<file path="src/ttt_pkg.sv">
// Shared types and constants of the timeout table timer.
package ttt_pkg;

    localparam int TIME_W      = 64;
    localparam int SMP_W       = 32;
    localparam int ID_W        = 16;
    localparam int SEL_W       = 4;
    localparam int OP_W        = 3;
    localparam int KIND_W      = 3;
    localparam int CFG_W       = 31;
    localparam int CFG_IDX_W   = 2;
    localparam int IV_W        = 31;
    localparam int GAP_W       = 33;
    localparam int MAX_EXPIRED = 16;
    localparam int EXP_CNT_W   = 5;

    localparam logic [CFG_W-1:0] TICK_INTERVAL_RST = 31'd100000;
    localparam logic [CFG_W-1:0] MIN_LEAD_RST      = 31'd1000;

    localparam logic [OP_W-1:0] OP_INIT        = 3'd0;
    localparam logic [OP_W-1:0] OP_SUBSCRIBE   = 3'd1;
    localparam logic [OP_W-1:0] OP_UNSUBSCRIBE = 3'd2;
    localparam logic [OP_W-1:0] OP_TICK        = 3'd3;
    localparam logic [OP_W-1:0] OP_READ_TIME   = 3'd4;

    localparam logic [KIND_W-1:0] KIND_ACK        = 3'd0;
    localparam logic [KIND_W-1:0] KIND_SUBSCRIBED = 3'd1;
    localparam logic [KIND_W-1:0] KIND_FULL       = 3'd2;
    localparam logic [KIND_W-1:0] KIND_EXPIRED    = 3'd3;
    localparam logic [KIND_W-1:0] KIND_TICK_DONE  = 3'd4;
    localparam logic [KIND_W-1:0] KIND_TIME       = 3'd5;
    localparam logic [KIND_W-1:0] KIND_MISMATCH   = 3'd6;

    localparam logic [CFG_IDX_W-1:0] CFG_TICK_INTERVAL   = 2'd0;
    localparam logic [CFG_IDX_W-1:0] CFG_MIN_LEAD        = 2'd1;
    localparam logic [CFG_IDX_W-1:0] CFG_BACKWARDS_GUARD = 2'd2;

    typedef struct packed {
        logic [OP_W-1:0]   op;
        logic [SMP_W-1:0]  count_sample;
        logic [ID_W-1:0]   waiter_id;
        logic [TIME_W-1:0] timeout_len;
        logic [SEL_W-1:0]  slot_sel;
    } t_item;

    typedef struct packed {
        logic [KIND_W-1:0] kind;
        logic [ID_W-1:0]   out_waiter;
        logic [SEL_W-1:0]  out_slot;
        logic [TIME_W-1:0] time_value;
        logic [SMP_W-1:0]  compare_value;
        logic              went_backwards;
        logic              last;
    } t_result;

    typedef struct packed {
        logic [ID_W-1:0]   owner;
        logic [TIME_W-1:0] start;
        logic [TIME_W-1:0] length;
    } t_slot_entry;

    typedef struct packed {
        logic wr;
        logic set_used;
        logic clr_used;
    } t_slot_cmd;

    typedef enum logic [3:0] {
        S_IDLE,
        S_DECODE,
        S_SUB_SCAN,
        S_UNSUB_CHK,
        S_CMP_CHK,
        S_CMP_DIV,
        S_CMP_ADJ,
        S_SCAN_RD,
        S_SCAN_CHK,
        S_EMIT
    } t_state;

endpackage

</file>
<file path="src/ttt_slot_mem.sv">
// Waiter table: owner/start/length memory plus per-slot used flags.
module ttt_slot_mem
    import ttt_pkg::*;
#(
    parameter int SLOTS = 16,
    localparam int IW   = (SLOTS > 1) ? $clog2(SLOTS) : 1
) (
    input  logic        i_clk,
    input  logic        i_rst_n,
    input  t_slot_cmd   i_cmd,
    input  logic [IW-1:0] i_waddr,
    input  t_slot_entry i_wdata,
    input  logic [IW-1:0] i_raddr,
    output t_slot_entry o_rdata,
    output logic [SLOTS-1:0] o_used
);

    t_slot_entry      mem [SLOTS];
    t_slot_entry      r_rdata;
    logic [SLOTS-1:0] r_used;

    always_ff @(posedge i_clk) begin
        if (i_cmd.wr) begin
            mem[i_waddr] <= i_wdata;
        end
        r_rdata <= mem[i_raddr];
    end

    always_ff @(posedge i_clk) begin
        if (!i_rst_n) begin
            r_used <= '0;
        end else if (i_cmd.set_used) begin
            r_used[i_waddr] <= 1'b1;
        end else if (i_cmd.clr_used) begin
            r_used[i_waddr] <= 1'b0;
        end
    end

    assign o_rdata = r_rdata;
    assign o_used  = r_used;

endmodule

</file>
<file path="config.mk">
export PLATFORM = sky130hd
export DESIGN_NAME = ttt_slot_mem
export DESIGN_NICKNAME = d
export VERILOG_FILES = /design/src/ttt_pkg.sv /design/src/ttt_slot_mem.sv
export SDC_FILE = /design/constraint.sdc
export NUM_CORES = 2
export LEC_CHECK = 0
export BUFFER_PORTS_ARGS = -buffer_cell sky130_fd_sc_hd__buf_4
export CAP_MARGIN = 20
export CORE_UTILIZATION = 49
export CTS_BUF_LIST = sky130_fd_sc_hd__clkbuf_8
export CTS_CLUSTER_DIAMETER = 150
export DETAILED_ROUTE_END_ITERATION = 8
export PLACE_DENSITY = 0.68
export REMOVE_ABC_BUFFERS = 1
export SLEW_MARGIN = 10
export SYNTH_ARGS = -nofsm -noshare
export SYNTH_HDL_FRONTEND = slang
export SYNTH_SLANG_ARGS = --single-unit
</file>
<file path="constraint.sdc">
create_clock -name i_clk -period 5 [get_ports i_clk]
set_input_delay 1 -clock i_clk [delete_from_list [all_inputs] [get_ports i_clk]]
set_output_delay 1 -clock i_clk [all_outputs]
set_load 0.005 [all_outputs]
</file>
# ---- After elaboration in Yosys (flattened, before gate mapping)
# Memories as Yosys holds them, arrays and structs flattened. A register that Yosys moved wholly into a read port is not among the register bits.
# Cells that the tools add are included.
dict set report totals {
  register_bits 16
  latch_bits 0
  wordCells 15
  mem_bits_rw 2304
  memories 1
  output_inout_bits 160
  romBits 0
}
dict set report op_classes {
  n_reduce_logical 2
  mul 0
  n_eq_ne 0
  order_cmp 2
  div 0
  muxes 6
  add_sub_neg 0
  n_bitwise 3
  n_shift 0
}
# memory words word_bits rd rd_ports_with_merged_regs wr line_no
set memory_table {}
lappend memory_table {mem 16 144 1 1 1 ttt_slot_mem.sv:18} ;# t_slot_entry mem [SLOTS];
# cell n
set ops {}
lappend ops {{$mux 16} 2}
lappend ops {{$and 16x16->16} 1}
lappend ops {{$not 16->16} 1}
lappend ops {{$or 16x16->16} 1}
lappend ops {{$lt 4x5->1 const B} 1}
lappend ops {{$demux 1 s4} 1}
lappend ops {{$ge 4x1->1 const B} 1}
lappend ops {{$mux 1} 3}
lappend ops {{$reduce_bool 2->1} 1}
lappend ops {{$logic_and 1x1->1} 1}

# ---- Logic depth before layout (Yosys ltp)
dict set report depth {
  ltp_word 8
  mapped_depth 7
  ltp_nobuf 3
}

# ---- Worst setup path before layout
# No wires, ideal clock.
dict set report synth_path {
  path_kind {input -> register}
  start {in i_waddr[0]}
  end {mem mem[1][0] in the netlist's numbering, enable pin}
  required_time_ps 4478
  slack_ps -335
  path_stages 3
  t_arrival_ps 4813
  setup_ps 522
  cell_sequence {nor2b_1 > clkbuf_1 > and3_1}
}
# element line_no
set synth_lines {}
lappend synth_lines {{start: declaration} ttt_slot_mem.sv:11} ;# input logic [IW-1:0] i_waddr,
lappend synth_lines {{end: declaration} ttt_slot_mem.sv:18}
# Straight into the memory's write port.

# ---- Final worst setup path
dict set report layout_path {
  start {reg o_rdata[39] (netlist name)}
  end {out o_rdata[39] in the netlist's numbering}
}
# element line_no
set layout_lines {}
lappend layout_lines {{end: declaration} ttt_slot_mem.sv:14} ;# output t_slot_entry o_rdata,
# No word-level cell between the ends.

==> impl_metrics.json <==
{
  "outcome": "finished, final reports clean",
  "worst_slack_ps": 2230,
  "cp-start-kind": "flop",
  "postCtsSetupRepairBufs": 0,
  "slowest_stage": "dfxtp_1",
  "cts_root_buf": "clkbuf_8",
  "setup_viol": 0,
  "clk_latency_ps": 1070,
  "max_freq_mhz": 361,
  "numCtsBuffers": 397,
  "ys_seq_area_frac": 0.801,
  "io_pins": 317,
  "firstDrtPassIters": 5,
  "holdBufCountCts": 0,
  "routed_wl_mm": 208,
  "cap_violations": 0,
  "synth_area_um2": 90400,
  "seqCellArea_um2": 72400,
  "core_um2": 183000,
  "final_cell_mix": "2,304 x edfxtp_1, 522 x mux4_2, 442 x clkbuf_8, 384 x buf_4, 219 x a22oi_1",
  "antenna_found_initial": 34,
  "place.gp.congestion": 0.758,
  "grt_max_degree": 116,
  "worstPathCellList": "buf_4",
  "timing.rr.start": "mem[3][43]$_DFFE_PP_",
  "place_hpwl_mm": 112,
  "post-route-util": 0.568,
  "power_density_nw_per_um2": 401,
  "syn_to_final_growth_pct": 15.1,
  "hold_start": "i_wdata[70]",
  "multi_input_area_um2": 16800,
  "vias": 42975,
  "final_layout_size_suffix_gt1_frac": 0.322,
  "startpoint": "o_rdata[39]$_DFF_P_",
  "cts_sinks": 2464,
  "ir_worst_vdd_mv": 0.276,
  "min_path_type": "in2reg",
  "fin_crit_sh": 0.553,
  "path_clk_slew_ps": 70,
  "grt_pass1_vias": 44702,
  "grt_overflow_total": 0,
  "setup_tns_ps": 0,
  "avgSynthCellArea_um2": 23.2,
  "post-route-min-period_ps": 2770,
  "row_count": 157,
  "synth_cells": 3897,
  "clock_path_buffers": 4,
  "rsz0062_at_grt": "false",
  "finalPower_w": 0.0417,
  "ant_nets": 0,
  "dieArea_um2": 186000,
  "cts-htree-levels": 5,
  "yosys_warnings": 0,
  "cp_slowest_stage_delay_ps": 540,
  "cp.required_ps": 4000,
  "layout_commonest_cell": "edfxtp_1",
  "grt_usage": 0.225,
  "critPathCaptureType": "output port",
  "tightest_slew_ps": 1120,
  "crit_fanout": 1,
  "cts_tree": "yes",
  "finalNetCount": 4690,
  "nFillCells": 13315,
  "post-route-drc-count": 0,
  "ys_ff_latch": 2464,
  "cts.repair.resized": 0,
  "dp_slack_ps": 1450,
  "crit_arrival_ps": 1770,
  "p_leak_nw": 34.4,
  "start_util": 0.494,
  "hold_violations": 0,
  "slew_violations": 0,
  "grt_first_pass_wirelength_mm": 303,
  "fin_skew_ps": 47.2,
  "yosysUniqueCellTypes": 29,
  "via_per_inst": 5.87,
  "wl_per_cell_um": 28.5,
  "chipHeight_um": 431,
  "path_buf_inv": 1,
  "drtIter0Drc": 4401,
  "die_x_um": 431,
  "portBuffers": 316,
  "critPathKind": "reg2out",
  "crit_family": "flip-flops",
  "relSlewSlack": 0.251
}
cell families after synthesis:
group / Yosys count / synth area share
compound gates: 348 / 0.0290
simple gates: 204 / 0.0106
buf+inv: 231 / 0.0143
mux: 650 / 0.145
flops: 2464 / 0.801
cell usage after synthesis, drive strengths merged:
cell type	number	area share
o221ai	37	0.0036
dfxtp	160	0.035
mux2i	72	0.0080
clkbuf	70	0.0030
and2	6	0.00042
mux2	56	0.0070
or2	2	0.00014
nor2b	31	0.0021
mux4	522	0.13
o22ai	23	0.0016
edfxtp	2304	0.77
a2bb2oi	20	0.0019
inv	17	0.00071
a221o	6	0.00066
a31oi	16	0.0011
nor2	20	0.00083
nand2	107	0.0044
and3	32	0.0022
a22oi	219	0.018
o21a	16	0.0013
nand2b	6	0.00042
o21ai	11	0.00061
buf	144	0.011
registers in the layout, summed over array words and instances, names as in the netlist, named ones only:
signal / count
o_rdata: 144
mem: 2304
path summary, 6_finish.rpt:
check / endpoint / slack (ps) / cells after the start
worst min register to register: flop / 600 / 3
worst min-delay path: mem[15][70]$_DFFE_PP_ / 220 / 1
worst max register to register: o_rdata[43]$_DFF_P_ / 3630 / 3
worst max-delay path: o_rdata[39] / 2230 / 1
power breakdown:
| group | leakage, nW | switching (W) | internal, W |
|---|---|---|---|
| clock network | 4.37 | 0.00760 | 0.00868 |
| logic | 7.87 | 0.00120 | 0.000958 |
| registers | 22.2 | 0.000201 | 0.0231 |
cell type report:
type                       count  area share
antenna                       14    0.000337
sequential                  2464       0.696
multi-input combinational   1202       0.161
clock buffer                 442      0.0585
clock inverter               262      0.0133
inverter                      17    0.000613
timing repair buffer         451      0.0405
tap                         2464      0.0296
through the flow:
stage	hold slack (ps)	cells	cell area [um^2]
3_3_place_gp	591	6598	96500
5_1_grt	167	7316	104000
4_1_cts	107	7302	104000
3_5_place_dp	589	6598	96500
6_report	220	7316	104000
2_1_floorplan	588	3683	89100
routing by layer:
layer  track usage  up-vias  part of all wire
li1              -    17898                 -
met1         0.315    22993              0.41
met2         0.353     1728              0.49
met3        0.0455      332             0.073
met4        0.0836       24             0.028
met5             0        -           0.00075
(Power assumes the default switching activity.)
