$ cat src/ttt_pkg.sv
// Shared types and constants of the timeout table timer.
package ttt_pkg;

    localparam int TIME_W      = 64;
    localparam int SMP_W       = 32;
    localparam int ID_W        = 16;
    localparam int SEL_W       = 4;
    localparam int OP_W        = 3;
    localparam int KIND_W      = 3;
    localparam int CFG_W       = 31;
    localparam int CFG_IDX_W   = 2;
    localparam int IV_W        = 31;
    localparam int GAP_W       = 33;
    localparam int MAX_EXPIRED = 16;
    localparam int EXP_CNT_W   = 5;

    localparam logic [CFG_W-1:0] TICK_INTERVAL_RST = 31'd100000;
    localparam logic [CFG_W-1:0] MIN_LEAD_RST      = 31'd1000;

    localparam logic [OP_W-1:0] OP_INIT        = 3'd0;
    localparam logic [OP_W-1:0] OP_SUBSCRIBE   = 3'd1;
    localparam logic [OP_W-1:0] OP_UNSUBSCRIBE = 3'd2;
    localparam logic [OP_W-1:0] OP_TICK        = 3'd3;
    localparam logic [OP_W-1:0] OP_READ_TIME   = 3'd4;

    localparam logic [KIND_W-1:0] KIND_ACK        = 3'd0;
    localparam logic [KIND_W-1:0] KIND_SUBSCRIBED = 3'd1;
    localparam logic [KIND_W-1:0] KIND_FULL       = 3'd2;
    localparam logic [KIND_W-1:0] KIND_EXPIRED    = 3'd3;
    localparam logic [KIND_W-1:0] KIND_TICK_DONE  = 3'd4;
    localparam logic [KIND_W-1:0] KIND_TIME       = 3'd5;
    localparam logic [KIND_W-1:0] KIND_MISMATCH   = 3'd6;

    localparam logic [CFG_IDX_W-1:0] CFG_TICK_INTERVAL   = 2'd0;
    localparam logic [CFG_IDX_W-1:0] CFG_MIN_LEAD        = 2'd1;
    localparam logic [CFG_IDX_W-1:0] CFG_BACKWARDS_GUARD = 2'd2;

    typedef struct packed {
        logic [OP_W-1:0]   op;
        logic [SMP_W-1:0]  count_sample;
        logic [ID_W-1:0]   waiter_id;
        logic [TIME_W-1:0] timeout_len;
        logic [SEL_W-1:0]  slot_sel;
    } t_item;

    typedef struct packed {
        logic [KIND_W-1:0] kind;
        logic [ID_W-1:0]   out_waiter;
        logic [SEL_W-1:0]  out_slot;
        logic [TIME_W-1:0] time_value;
        logic [SMP_W-1:0]  compare_value;
        logic              went_backwards;
        logic              last;
    } t_result;

    typedef struct packed {
        logic [ID_W-1:0]   owner;
        logic [TIME_W-1:0] start;
        logic [TIME_W-1:0] length;
    } t_slot_entry;

    typedef struct packed {
        logic wr;
        logic set_used;
        logic clr_used;
    } t_slot_cmd;

    typedef enum logic [3:0] {
        S_IDLE,
        S_DECODE,
        S_SUB_SCAN,
        S_UNSUB_CHK,
        S_CMP_CHK,
        S_CMP_DIV,
        S_CMP_ADJ,
        S_SCAN_RD,
        S_SCAN_CHK,
        S_EMIT
    } t_state;

endpackage

$ cat src/ttt_remainder.sv
// Bit-serial restoring remainder unit for the compare catch-up step.
module ttt_remainder
    import ttt_pkg::*;
(
    input  logic             i_clk,
    input  logic             i_rst_n,
    input  logic             i_start,
    input  logic [GAP_W-1:0] i_dividend,
    input  logic [IV_W-1:0]  i_divisor,
    output logic             o_busy,
    output logic [IV_W-1:0]  o_rem
);

    localparam int CNT_W = $clog2(GAP_W + 1);

    logic             r_busy;
    logic [CNT_W-1:0] r_cnt;
    logic [GAP_W-1:0] r_dvd;
    logic [IV_W-1:0]  r_div;
    logic [IV_W-1:0]  r_rem;
    logic [IV_W:0]    shifted;
    logic [IV_W:0]    trial;
    logic             fits;

    // Partial remainder stays below the divisor, so one extra bit is enough.
    assign shifted = {r_rem, r_dvd[GAP_W-1]};
    assign fits    = shifted >= {1'b0, r_div};
    assign trial   = fits ? (shifted - {1'b0, r_div}) : shifted;

    always_ff @(posedge i_clk) begin
        if (!i_rst_n) begin
            r_busy <= 1'b0;
            r_cnt  <= '0;
        end else if (i_start) begin
            r_busy <= 1'b1;
            r_cnt  <= CNT_W'(GAP_W);
        end else if (r_busy) begin
            r_cnt <= r_cnt - CNT_W'(1);
            if (r_cnt == CNT_W'(1)) begin
                r_busy <= 1'b0;
            end
        end
    end

    always_ff @(posedge i_clk) begin
        if (i_start) begin
            r_dvd <= i_dividend;
            r_div <= i_divisor;
            r_rem <= '0;
        end else if (r_busy) begin
            r_dvd <= {r_dvd[GAP_W-2:0], 1'b0};
            r_rem <= trial[IV_W-1:0];
        end
    end

    assign o_busy = r_busy;
    assign o_rem  = r_rem;

endmodule

$ cat config.mk
export PLATFORM = sky130hd
export DESIGN_NAME = ttt_remainder
export DESIGN_NICKNAME = d
export VERILOG_FILES = /design/src/ttt_pkg.sv /design/src/ttt_remainder.sv
export SDC_FILE = /design/constraint.sdc
export NUM_CORES = 1
export LEC_CHECK = 0
export ABC_AREA = 1
export ABC_CLOCK_PERIOD_IN_PS = 2200
export BUFFER_PORTS_ARGS = -buffer_cell sky130_fd_sc_hd__buf_2
export CORE_MARGIN = 2
export CORE_UTILIZATION = 50
export DETAILED_ROUTE_END_ITERATION = 6
export GPL_TIMING_DRIVEN = 0
export PLACE_DENSITY_LB_ADDON = 0.08
export SETUP_SLACK_MARGIN = 0.05
export SLEW_MARGIN = 10
export SYNTH_ARGS = -nofsm -noshare
export SYNTH_HDL_FRONTEND = slang
export SYNTH_SLANG_ARGS = --single-unit
$ cat constraint.sdc
create_clock -name i_clk -period 2.2 [get_ports i_clk]
set_clock_uncertainty 0.05 [all_clocks]
set_input_delay 0 -clock i_clk [delete_from_list [all_inputs] [get_ports i_clk]]
set_output_delay 0 -clock i_clk [all_outputs]
set_load 0.02 [all_outputs]
* Word-level counts from Yosys, hierarchy flattened
Index checks and enable logic that the tools add are counted.
** Word-level totals
- Flip-flop bits (word level) :: 102
- Input bits :: 67
- Word-level logic and storage cells :: 21
** Cells by class
- Add/subtract/negate cells :: 2
- $lt $le $gt $ge :: 1
- Equality and inequality tests :: 1
- Muxes and demuxes :: 8
- Bitwise logic cells :: 1
- Reduce and logical (&&, ||, !) cells :: 2
** Operator list (count)
- $mux 33 :: 2
- $ge 32x31->1 :: 1
- $mux 31 :: 1
- $sub 31x31->31 :: 1
- $mux 6 :: 2
- $eq 6x1->1 const B :: 1
- $sub 6x1->6 const B :: 1
- $mux 1 :: 3
- $reduce_bool 2->1 :: 1
- $reduce_or 2->1 :: 1
- $not 1->1 :: 1

* Depth between registers and ports, before layout
- Word-level depth :: 4
- Depth in mapped cells :: 17
- Depth with buffers taken out :: 16

* Least setup slack after synthesis
OpenSTA, ideal clock, no wires.
- Kind :: register -> register
- From :: reg r_busy, in the netlist o_busy
- To :: reg r_dvd[0] (enable)
- Library setup time :: 411 ps
- Arrival time :: 2008 ps
- Data required time :: 1739 ps
- Slack :: -269 ps
- Stages on the path, launching flop included :: 5
- Clock period less this slack :: 2469 ps
- Path through :: dfxtp_1 clkbuf_1 nor2_1 inv_1 clkbuf_1
** On the way
- Longest elaborated chain between the ends :: 1
** Ends and longest elaborated chain
- start, declared :: RTL line ttt_remainder.sv:16 : logic r_busy;
- start signal, assigned :: RTL line ttt_remainder.sv:32 : r_busy <= 1'b0;
- start signal, assigned :: RTL line ttt_remainder.sv:35 : r_busy <= 1'b1;
- start signal, assigned :: RTL line ttt_remainder.sv:40 : r_busy <= 1'b0;
- $reduce_bool 2->1 (no source line)
- end signal, assigned :: RTL line ttt_remainder.sv:47 : r_dvd <= i_dividend;
- end signal, assigned :: RTL line ttt_remainder.sv:51 : r_dvd <= {r_dvd[GAP_W-2:0], 1'b0};
- end, declared :: RTL line ttt_remainder.sv:18 : logic [GAP_W-1:0] r_dvd;
No other way between the ends.
A chain may end at the register's enable or synchronous reset.

* Final worst setup path
- From :: reg r_div[0]
- To :: reg r_rem[10], in the netlist o_rem[10]
** On the way
- Longest elaborated chain between the ends :: 2
- Elaborated cells between the ends (all ways) :: 3
- Those cells by class :: add/sub: 1; order compare: 1; mux: 1
** Ends and longest elaborated chain
- start, declared :: RTL line ttt_remainder.sv:19 : logic [IV_W-1:0] r_div;
- start signal, assigned :: RTL line ttt_remainder.sv:48 : r_div <= i_divisor;
- $sub 31x31->31 / $ge 32x31->1 (equally long branches) :: RTL line ttt_remainder.sv:28, ttt_remainder.sv:27
- $mux 31 * :: RTL line ttt_remainder.sv:28 : assign trial = fits ? (shifted - {1'b0, r_div}) : shifted;
- end signal, assigned :: RTL line ttt_remainder.sv:52 : r_rem <= trial[IV_W-1:0];
- end, declared :: RTL line ttt_remainder.sv:20 : logic [IV_W-1:0] r_rem;
Every way passes the cells marked *; elsewhere a longest branch is shown, timed or not.

==> metrics.md <==
| Metric | Value |
|---|---|
| WP buf/inv | 2 |
| Min-delay src | i_start |
| Pwr/cell area | 492 nW/um^2 |
| Post-place instance area | 7520 um^2 |
| Post-synth ARST share | 0% |
| Row Count | 42 |
| Fin nets | 1274 |
| Core Area | 13300 um^2 |
| Diode count | 0 |
| Seq/Total Area, Yosys | 39.4% |
| FF-to-FF End | o_rem[10]$_SDFFE_PP0P_ |
| Syn Nets | 1082 |
| Largest cells by area after synthesis | edfxtp_1, nand2_1, dfxtp_1 |
| 1st-iter DRT viols | 362 |
| Synth area leader | edfxtp_1 |
| WP data arrival | 2380 ps |
| Area growth, synth to finish | 34.8% |
| Complex-gate fraction of the synthesized area | 3.20% |
| Clock Latency Late Sink | 360 ps |
| Clock-pin transition on the worst setup and hold timing paths | 80 ps |
| Die Width | 121 um |
| Maximum clock frequency | 454 MHz |
| Post-synth top area share | 28.2% |
| Final WS setup | -1.24 ps |
| Period utilization | 100% |
| HPWL after detailed placement | 13100 um |
| Clk root buf | clkbuf_16 |
| DR vias/cell | 4.82 |
| Largest net degree at the start of global routing | 43 |
| LEAKAGE | 4.74 nW |
| Via count | 6527 |
| Hold Slack | 196 ps |
| Non-Filler Instances | 1354 |
| Initial antenna violation count | 0 |
| Routed WL | 18500 um |
| Post-synth cell types | 37 |
| CP most frequent cell | nand2_2 |
| Max-cap violations | 0 |
| Reg2Reg Depth | 15 |
| DP Cell Count | 1255 |
| Hold Path End | r_div[29]$_DFFE_PP_ |
| Crit start category | flip-flop |
| DRT Pass-1 Iters | 5 |
| Fraction of the mapped netlist area in simple logic gates | 36.8% |
| Fin. max-slew vios | 0 |
| Synthesis-stage register bit count | 102 |
| DRT antenna net count | 0 |
| Die Ht | 121 um |
| CTS Buffer Depth | 2 |
| Max stage delay on crit path | 420 ps |
| Most frequent cell after synthesis | nand2_1 |
| Hold Crit Depth | 1 |
| CP required | 2380 ps |
| Synthesized area | 6810 um^2 |
| Slowest stage cell, crit path | edfxtp_1 |
| Hold Violations, Final | 0 |
| Fin crit period | 2200 ps |
| Rel. slew slack | 41.6% |
| RR Startpoint | r_div[0]$_DFFE_PP_ |
| Post-synthesis adder-cell area fraction | 6.36% |
| Crit-path leading delay family | simple AND/OR/NAND/NOR gates |
| Top Ports | 99 |
| Placer Congestion | 0.945 |
| Global-route wire length before repair | 29500 um |
| Maximum vdd drop | 0.000663 V |
| Syn avg cell area | 6.94 um^2 |
| Die area | 14600 um^2 |
| Sink Count | 102 |
| Main combinational cell family by area after synthesis | simple AND/OR/NAND/NOR gates |
| Starting Density | 51.2% |
| Fill cell count | 1160 |
| Setup slack, reg-to-reg | -1 ps |
| Setup CP Type | flip-flop to flip-flop |
| PortBufs | 98 |
| Final Cell Area | 9190 um^2 |
| Congestion Overflow GR | 0 |
| Worst Tran Pin Value | 877 ps |
| Endpoints failing setup | 1 |
| Violated checks | setup timing |
| H-tree depth | 3 |
| Hold WC Path Type | primary input to flip-flop |
| XOR/XNOR share of the synthesized area | 2.06% |
| Crit-path cells | ha_4 > fa_2 > inv_2 > nand2_2 > nand2_2 > nand3_2 > nand2_2 > nand2_2 > nand3_2 > nand2_4 > nand2_8 > buf_8 > nand2_1 > nand3_1 > o21ai_1 |
| Post-synth EDFFs | 64 |
| Crit-path max FO | 10 |
| # DRC | 0 |
| Post-synthesis mux area share | 0% |
| Crit. End Element | flip-flop |
| Status | complete, but fails checks |
| All-layer global routing usage | 25.7% |
| Vias in the first global route | 6222 |
| Top FF cell, synth | edfxtp_1 |
| Critical path startpoint | r_div[0]$_DFFE_PP_ |
| Gate Count Post-Synth | 981 |
| CTS tree | done |
| Top cells by count, synth | nand2_1, inv_1, nand3_1, edfxtp_1, nor2_1 |
| Total CTS buffers | 9 |
| Share of post-route cells with drive strength above 1 | 21.6% |
| Ys Warns | 0 |
| Routed WL per cell | 13.7 um |
| RSZ-0062 raised after global routing | true |
## routing by layer
metal | part of all wire, % | track usage [%]
met2 | 49 | 45.7
met5 | 0 | 0
met4 | 1.9 | 5.09
met3 | 4.8 | 5.90
met1 | 44 | 31.8
## worst max-delay path by stage
stage | slack [ps] | cells past startpoint | end
5_1_grt | -130 | 15 | o_rem[10]$_SDFFE_PP0P_
3_3_place_gp | -460 | 5 | r_dvd[10]$_DFFE_PP_
3_5_place_dp | -510 | 5 | r_dvd[11]$_DFFE_PP_
4_1_cts | 50 | 13 | o_rem[19]$_SDFFE_PP0P_
2_1_floorplan | 70 | 15 | o_rem[4]$_SDFFE_PP0P_
6_report | -1 | 15 | o_rem[10]$_SDFFE_PP0P_
## power by group
group          internal (mW)  switching (mW)  total (mW)
Clock                  0.794           0.778        1.57
Combinational          0.321           0.409       0.730
Sequential              2.18          0.0422        2.22
Total                   3.29            1.23        4.52
## what timing repair did
item                                    CTS  global route
buffers inserted                         11             4
hold buffers                             65             0
pin swaps                                 3            29
endpoints found under the setup margin   64            64
cloned                                    1             2
gates resized for setup                  29            76
endpoints found under the hold margin    71             0
## through the flow
stage                     util [%]  total power [mW]  setup WS, ps  setup TNS (ps)
after floorplan                  -              2.61          71.8               0
after global placement        56.6              2.79          -463          -21150
after detailed placement      56.6              2.80          -507          -25050
after CTS                     65.6              4.49          50.3               0
after global routing          69.1              4.73          -130           -2420
final                         69.1              4.52         -1.24           -1.24
## worst register-to-register path: stages (launching register included)
cell and delay (ps):
edfxtp_1 420, ha_4 190, fa_2 360, inv_2 80, nand2_2 50, nand2_2 60
nand3_2 60, nand2_2 80, nand2_2 60, nand3_2 80, nand2_4 100, nand2_8 140
buf_8 140, nand2_1 60, nand3_1 70, o21ai_1 70
## layout make-up
type | count | area, um^2 | share of cell area, %
clock inverter | 7 | 66.3 | 0.722
tap | 176 | 220 | 2.40
buffer | 23 | 169 | 1.84
inverter | 186 | 698 | 7.60
multi-input combinational | 670 | 3780 | 41.1
clock buffer | 9 | 225 | 2.45
timing repair buffer | 181 | 1350 | 14.7
sequential | 102 | 2680 | 29.2
## cells in the final DEF, fill, tap and decap left out, types with 3 or more instances in the layout
| cell type | count |
|---|---|
| nor2_4 | 5 |
| nand2_1 | 379 |
| a21oi_2 | 3 |
| nand3_2 | 23 |
| buf_2 | 99 |
| nand4_1 | 8 |
| xnor2_1 | 13 |
| nand3_1 | 55 |
| o21ai_1 | 12 |
| ha_1 | 12 |
| clkbuf_1 | 10 |
| nor2_1 | 42 |
| nand3b_1 | 16 |
| dfxtp_1 | 38 |
| buf_8 | 4 |
| xor2_1 | 3 |
| and2_1 | 4 |
| buf_4 | 16 |
| edfxtp_1 | 64 |
| inv_1 | 167 |
| nor2_2 | 7 |
| inv_2 | 12 |
| nand2_2 | 27 |
| ha_4 | 20 |
| o21ai_0 | 3 |
| clkinv_1 | 8 |
| dlygate4sd3_1 | 65 |
| a21oi_1 | 12 |
| clkbuf_16 | 11 |
| nand2_4 | 10 |
## registers in the layout (all words and copies together) (netlist names)
register,flops
o_rem,31
o_busy,1
r_dvd,33
r_div,31
r_cnt,6
## kinds of logic after synthesis
group,count (synthesis)
AOI/OAI and AO/OA,37
xor gates and xnor gates,16
adders and majority gates,34
buffers and inverters,209
DFF,102
and+or+nand+nor,583
Power figures use the tool's default switching activity.
